<file path="src/rtl/core/gfsf_pkg.sv">
// Shared constants, types and controller/datapath command struct for the
// GPS fix speed filter. No dependencies.
package gfsf_pkg;
    localparam int WINDOW   = 4;
    localparam int CNT_W    = $clog2(WINDOW + 1);
    localparam int SEG_W    = 26;
    localparam int SUM_W    = SEG_W + $clog2(WINDOW + 1);
    localparam int SQ_W     = 52;
    localparam int ROOT_W   = SQ_W / 2;
    localparam int DIV_W    = 48;
    localparam int SEG_MAX  = 26'h3FFFFFF;
    localparam int VMAX     = 100000;
    localparam int HMAX     = 1000000;

    // ceil(2^35 * 1.852): segment metres = (root * SEG_RECIP) >> 35
    localparam logic [35:0] SEG_RECIP = 36'hED0E56042;

    typedef enum logic [8:0] {
        ST_IDLE     = 9'b000000001,
        ST_SQRT     = 9'b000000010,
        ST_SCALE_LO = 9'b000000100,
        ST_SCALE_HI = 9'b000001000,
        ST_SEG      = 9'b000010000,
        ST_VDIV     = 9'b000100000,
        ST_HDIV     = 9'b001000000,
        ST_DONE     = 9'b010000000,
        ST_OUT      = 9'b100000000
    } state_t;

    typedef struct packed {
        logic load;
        logic sqrt_step;
        logic scale_lo;
        logic scale_hi;
        logic seg_commit;
        logic vdiv_start;
        logic hdiv_start;
        logic div_step;
        logic finish;
    } cmd_t;

    typedef struct packed {
        logic sqrt_done;
        logic div_done;
    } sts_t;
endpackage

</file>
<file path="src/rtl/core/gfsf_ctrl.sv">
// Sequencer for the GPS fix speed filter.
// Depends on gfsf_pkg; drives the datapath by cmd_t, reads sts_t.
module gfsf_ctrl import gfsf_pkg::*; (
    input  logic aclk,
    input  logic aresetn,
    input  logic in_fire,
    input  logic out_fire,
    input  sts_t sts,
    output cmd_t cmd,
    output logic in_ready,
    output logic out_valid
);
    state_t state_reg, state_next;

    always_ff @(posedge aclk) begin
        if (!aresetn) state_reg <= ST_IDLE;
        else state_reg <= state_next;
    end

    always_comb begin
        state_next = state_reg;
        cmd = '0;
        unique case (state_reg)
            ST_IDLE: begin
                cmd.load = in_fire;
                if (in_fire) state_next = ST_SQRT;
            end
            ST_SQRT: begin
                cmd.sqrt_step = 1'b1;
                if (sts.sqrt_done) state_next = ST_SCALE_LO;
            end
            ST_SCALE_LO: begin
                cmd.scale_lo = 1'b1;
                state_next = ST_SCALE_HI;
            end
            ST_SCALE_HI: begin
                cmd.scale_hi = 1'b1;
                state_next = ST_SEG;
            end
            ST_SEG: begin
                cmd.seg_commit = 1'b1;
                cmd.vdiv_start = 1'b1;
                state_next = ST_VDIV;
            end
            ST_VDIV: begin
                cmd.div_step = 1'b1;
                if (sts.div_done) begin
                    cmd.hdiv_start = 1'b1;
                    state_next = ST_HDIV;
                end
            end
            ST_HDIV: begin
                cmd.div_step = 1'b1;
                if (sts.div_done) state_next = ST_DONE;
            end
            ST_DONE: begin
                cmd.finish = 1'b1;
                state_next = ST_OUT;
            end
            ST_OUT: begin
                if (out_fire) state_next = ST_IDLE;
            end
            default: state_next = ST_IDLE;
        endcase
    end

    assign in_ready  = (state_reg == ST_IDLE) && aresetn;
    assign out_valid = (state_reg == ST_OUT);
endmodule

</file>
<file path="config.mk">
export PLATFORM = sky130hd
export DESIGN_NAME = gfsf_ctrl
export DESIGN_NICKNAME = d
export VERILOG_FILES = /design/src/rtl/core/gfsf_pkg.sv /design/src/rtl/core/gfsf_ctrl.sv
export SDC_FILE = /design/constraint.sdc
export NUM_CORES = 1
export LEC_CHECK = 0
export BUFFER_PORTS_ARGS = -buffer_cell sky130_fd_sc_hd__buf_4
export CORE_UTILIZATION = 42
export CTS_BUF_LIST = sky130_fd_sc_hd__clkbuf_8
export DETAILED_ROUTE_END_ITERATION = 7
export HOLD_SLACK_MARGIN = 0.08
export MAX_ROUTING_LAYER = met4
export PLACE_DENSITY = 0.66
export SETUP_SLACK_MARGIN = 0.15
export SYNTH_ARGS = -nofsm -noshare
export SYNTH_HDL_FRONTEND = slang
export SYNTH_SLANG_ARGS = --single-unit
export TNS_END_PERCENT = 1
</file>
<file path="constraint.sdc">
create_clock -name aclk -period 1.6 [get_ports aclk]
set_input_delay 0 -clock aclk [delete_from_list [all_inputs] [get_ports aclk]]
set_output_delay 0 -clock aclk [all_outputs]
set_load 0.02 [all_outputs]
</file>
== Word level (Yosys, flattened, before mapping) ==
Cells that the tools add are included.

* Bits in registers: 9
* Word-level logic and storage cells: 33

* Muxes and demuxes: 15
* Reductions and logical operators: 3
* Equal/unequal tests: 14

{| class="wikitable"
|+ Operators with widths
! operator !! number
|-
| $pmux 9 s9 || 1
|-
| $mux 9 || 5
|-
| $ne 2x2->1 const B || 5
|-
| $eq 9x1->1 const B || 1
|-
| $eq 9x2->1 const B || 1
|-
| $eq 9x3->1 const B || 1
|-
| $eq 9x4->1 const B || 1
|-
| $eq 9x5->1 const B || 1
|-
| $eq 9x6->1 const B || 1
|-
| $eq 9x7->1 const B || 1
|-
| $eq 9x8->1 const B || 1
|-
| $eq 9x9->1 const B || 1
|-
| $mux 1 || 8
|-
| $reduce_and 5->1 || 1
|-
| $mux 2 || 1
|-
| $reduce_or 2->1 || 1
|-
| $logic_and 1x1->1 || 1
|}

== Logic depth before layout (Yosys ltp) ==
* Depth in word-level cells: 3
* Depth in mapped cells: 6
* Gate-level depth less buffers: 5

== Worst setup path before layout ==
OpenSTA, ideal clock, no wires.

* Path kind: register to register
* From: reg state_reg[1]
* To: reg state_reg[6]
* Required time: 1.540 ns
* Slack: -0.139 ns
* Arrival time: 1.680 ns
* Path buffers: 1
* Cell stages (with the launch flop): 6
* Path through: dfxtp_1 buf_6 nor4_2 nand2_2 nor3_1 o21a_1

* Word-level cells in the longest chain between the ends: 3
* Elaborated cells between the ends (all ways): 16
* Classes of those cells: eq/ne: 14; mux: 1; reduce/logical: 1

{| class="wikitable"
|+ Ends and longest elaborated chain
! what !! RTL line !! text
|-
| start, declared || gfsf_ctrl.sv:13 || <nowiki>state_t state_reg, state_next;</nowiki>
|-
| start signal, assigned || gfsf_ctrl.sv:17 || <nowiki>else state_reg <= state_next;</nowiki>
|-
| $eq 9x2->1 (tied with other cells) || gfsf_ctrl.sv:23 || <nowiki>unique case (state_reg)</nowiki>
|-
| $ne 2x2->1 (no source line) || n/a ||
|-
| $reduce_and 5->1 (no source line) || n/a ||
|}

Parallel ways exist; a longest one is shown, timed or not.
A chain may end at the register's enable or synchronous reset.

== Worst setup path after layout ==
* From: reg state_reg[5]
* To: reg state_reg[3]

Same word-level chain as after synthesis.

==> metrics.md <==
| Metric | Value |
|---|---|
| Seq/Total Area, Yosys | `0.247` |
| Largest net degree at the start of global routing | `8` |
| CP Data Arrival Time | `1720 ps` |
| RSZ-0062 raised after global routing | `yes` |
| Net load switching power | `0.284 mW` |
| Post-Synth Simple-Gate Area | `0.455` |
| CP endpoint | `state_reg[3]` |
| Layout area overhead | `55.0%` |
| First-pass GRT wire length | `3070 µm` |
| Final period util | `1.00` |
| Xor and xnor fraction of the mapped netlist area | `0.0361` |
| Fin crit period | `1600 ps` |
| Pre-Repair DR Iteration Count | `4` |
| TritonCTS Buffers | `3` |
| Post-DP HPWL | `1420 µm` |
| CP endpoint kind | `flop` |
| Area of the mapped netlist | `728 µm²` |
| P_leak | `0.439 nW` |
| Reg2reg end | `state_reg[3]` |
| Net Sw Frac | `0.342` |
| Nets | `118` |
| CTS tree | `built` |
| Worst r2r src | `state_reg[5]` |
| # DRC | `0` |
| HP Class | `primary input to flop` |
| VDD IR max | `0.000681 V` |
| Final hold violation count | `0` |
| Initial Utilization | `0.467` |
| I/O Buffers | `16` |
| Slew @ Worst Pin | `364 ps` |
| Row count | `14` |
| DR iter-0 viols | `18` |
| Power Total | `0.831 mW` |
| Setup violators final | `0` |
| Max Fclk | `625 MHz` |
| Most common cell in the netlist | `dfxtp_1` |
| Routed length per instance | `14.9 µm` |
| Worst-path clk slew | `50 ps` |
| Initial antenna violation count | `0` |
| Clk buf depth | `2` |
| Synth Register Bits | `9` |
| Flop2flop setup slack | `0.4 ps` |
| H-tree Lvls | `1` |
| Top cells by count, synth | `dfxtp_1, nor2_1, nor3_1` |
| Post-synth EDFFs | `0` |
| Die Ht | `43.6 µm` |
| Root buffer cell | `clkbuf_8` |
| Max-slew violations | `0` |
| Max FO, Critical Path | `6` |
| Status | `finished, final reports clean` |
| Synth Area in Compound Gates | `0.158` |
| DRT antenna net count | `0` |
| Mapped Cells | `81` |
| P_int | `0.547 mW` |
| Max-cap violations | `0` |
| Skew-Pair Late Insertion Delay | `240 ps` |
| Comb pwr share | `0.364` |
| Adder-Cell Fraction of Synth Area | `0` |
| Avg Cell Area, Syn | `8.99 µm²` |
| Pwr/cell area | `736 nW/µm²` |
| Num Clock Sinks | `9` |
| Distinct cells, synth | `34` |
| DRT Wirelength | `1890 µm` |
| Synth Flop Type | `dfxtp_1` |
| Required time worst endpoint | `1720 ps` |
| Mux cell area share after synthesis | `0` |
| Core ar. | `1560 µm²` |
| Max reg flops | `9` |
| Yosys warning total | `0` |
| Syn Nets | `87` |
| Area leader, netlist | `dfxtp_1` |
| I/O Pins | `17` |
| Synth top area share | `0.247` |
| Worst Path Class, Setup | `flop to flop` |
| Vias/cell | `5.68` |
| Top cells by area, synth | `dfxtp_1, buf_4, nor4_2, o21a_1, nor3_1` |
| Rel. slew slack | `0.755` |
| Die width | `43.6 µm` |
| Critical Path Source Type | `flop` |
| Largest family of logic cells by synthesized area | `simple AND/OR/NAND/NOR gates` |
| Sequential share of power | `0.315` |
| Die area | `1900 µm²` |
| Asr flop ratio synth | `0` |
| Hold Crit Start | `sts[0]` |
| Vias in the first global route | `654` |
| Clock power share | `0.320` |
| ANT cells | `0` |
| Layout cells sized above 1 | `0.631` |
| Final design utilization | `0.724` |
| Via count | `721` |
| Number of cells on the worst reg-to-reg path | `5` |
| Placer congestion estimate | `0.882` |
| Total Routing Usage GR | `0.228` |
| Total congestion overflow | `0` |
| Skew final | `4.50 ps` |
| Crit path launch | `state_reg[5]` |
layout make-up:
cell class                 instances  area [µm²]
clock buffer                       3        41.3
inverter                           4        15.0
clock inverter                     1        3.75
tap                               16        20.0
timing repair buffer              33         260
sequential                         9         196
fill                             123         430
multi-input combinational         61         592
cell families (layout without fill, tap and decap cells):
logic type / count (synthesis) / after routing
simple gates: 45 / 45
compound gates: 13 / 13
buf+inv: 11 / 41
flops: 9 / 9
xor+xnor: 3 / 3
through the flow:
| step | instance area, µm² | setup WS [ps] | setup TNS (ps) | cells | hold slack, ps |
|---|---|---|---|---|---|
| final | 1130 | 0.359 | 0 | 127 | 241 |
| after global routing | 1130 | -41.8 | -247 | 127 | 262 |
| after CTS | 1080 | 25.2 | 0 | 127 | 229 |
| after detailed placement | 918 | -8.44 | -8.44 | 120 | 248 |
| after global placement | 918 | -22.1 | -26.7 | 120 | 249 |
| after floorplan | 733 | 20.2 | 0 | 81 | 117 |
what timing repair did:
item                                    CTS  global route
endpoints found under the setup margin   19            20
cloned                                    0             0
resized for setup                        21            12
setup buffers                             1             0
hold buffers                              2             0
pin swaps                                 3             5
hold endpoints to repair                  3             0
layout by cell type, fill, tap and decap left out, drive strengths merged:
cell type and count:
clkbuf 3, a41o 1, or2b 1, o21a 5
nand2 5, nor4 6, buf 31, nand2b 1
or3 4, xnor2 2, o41ai 1, xor2 1
o21ai 2, nor3 8, a21o 1, or3b 2
a21oi 1, inv 5, and3 1, dlygate4sd3 2
and4b 1, nor3b 1, nand3 2, dfxtp 9
nor4b 5, o31ai 1, nor2 8, a31oi 1
power groups by stage:
stage,combinational (mW),clock [mW],sequential [mW]
floorplan,0.172,0,0.247
global placement,0.240,0,0.257
detailed placement,0.240,0,0.258
CTS,0.285,0.270,0.259
global route,0.322,0.288,0.262
finish,0.303,0.266,0.262
worst min path at each step:
stage                    to  slack, ps  cells past startpoint
2_1_floorplan  state_reg[5]        120                      1
3_3_place_gp   state_reg[5]        250                      2
4_1_cts        state_reg[8]        230                      3
5_1_grt        state_reg[1]        260                      4
3_5_place_dp   state_reg[6]        250                      2
6_report       state_reg[8]        240                      3
worst max-delay path, cell delays in order (launching register included):
cell	delay, ps
dfxtp_2	360
or3_4	440
nor4_4	300
a41o_2	180
or3_4	160
nor4b_4	50
layer usage:
metal | vias to the layer above | part of all wire | routed length, µm | track usage
met5 | - | 0 | 0 | -
met4 | 0 | 0.0069 | 13 | 0.0938
met3 | 2 | 0.041 | 78 | 0.0375
met2 | 18 | 0.50 | 937 | 0.343
met1 | 342 | 0.46 | 860 | 0.300
li1 | 359 | - | - | -
Note: power is estimated with default switching activity, not from simulation.
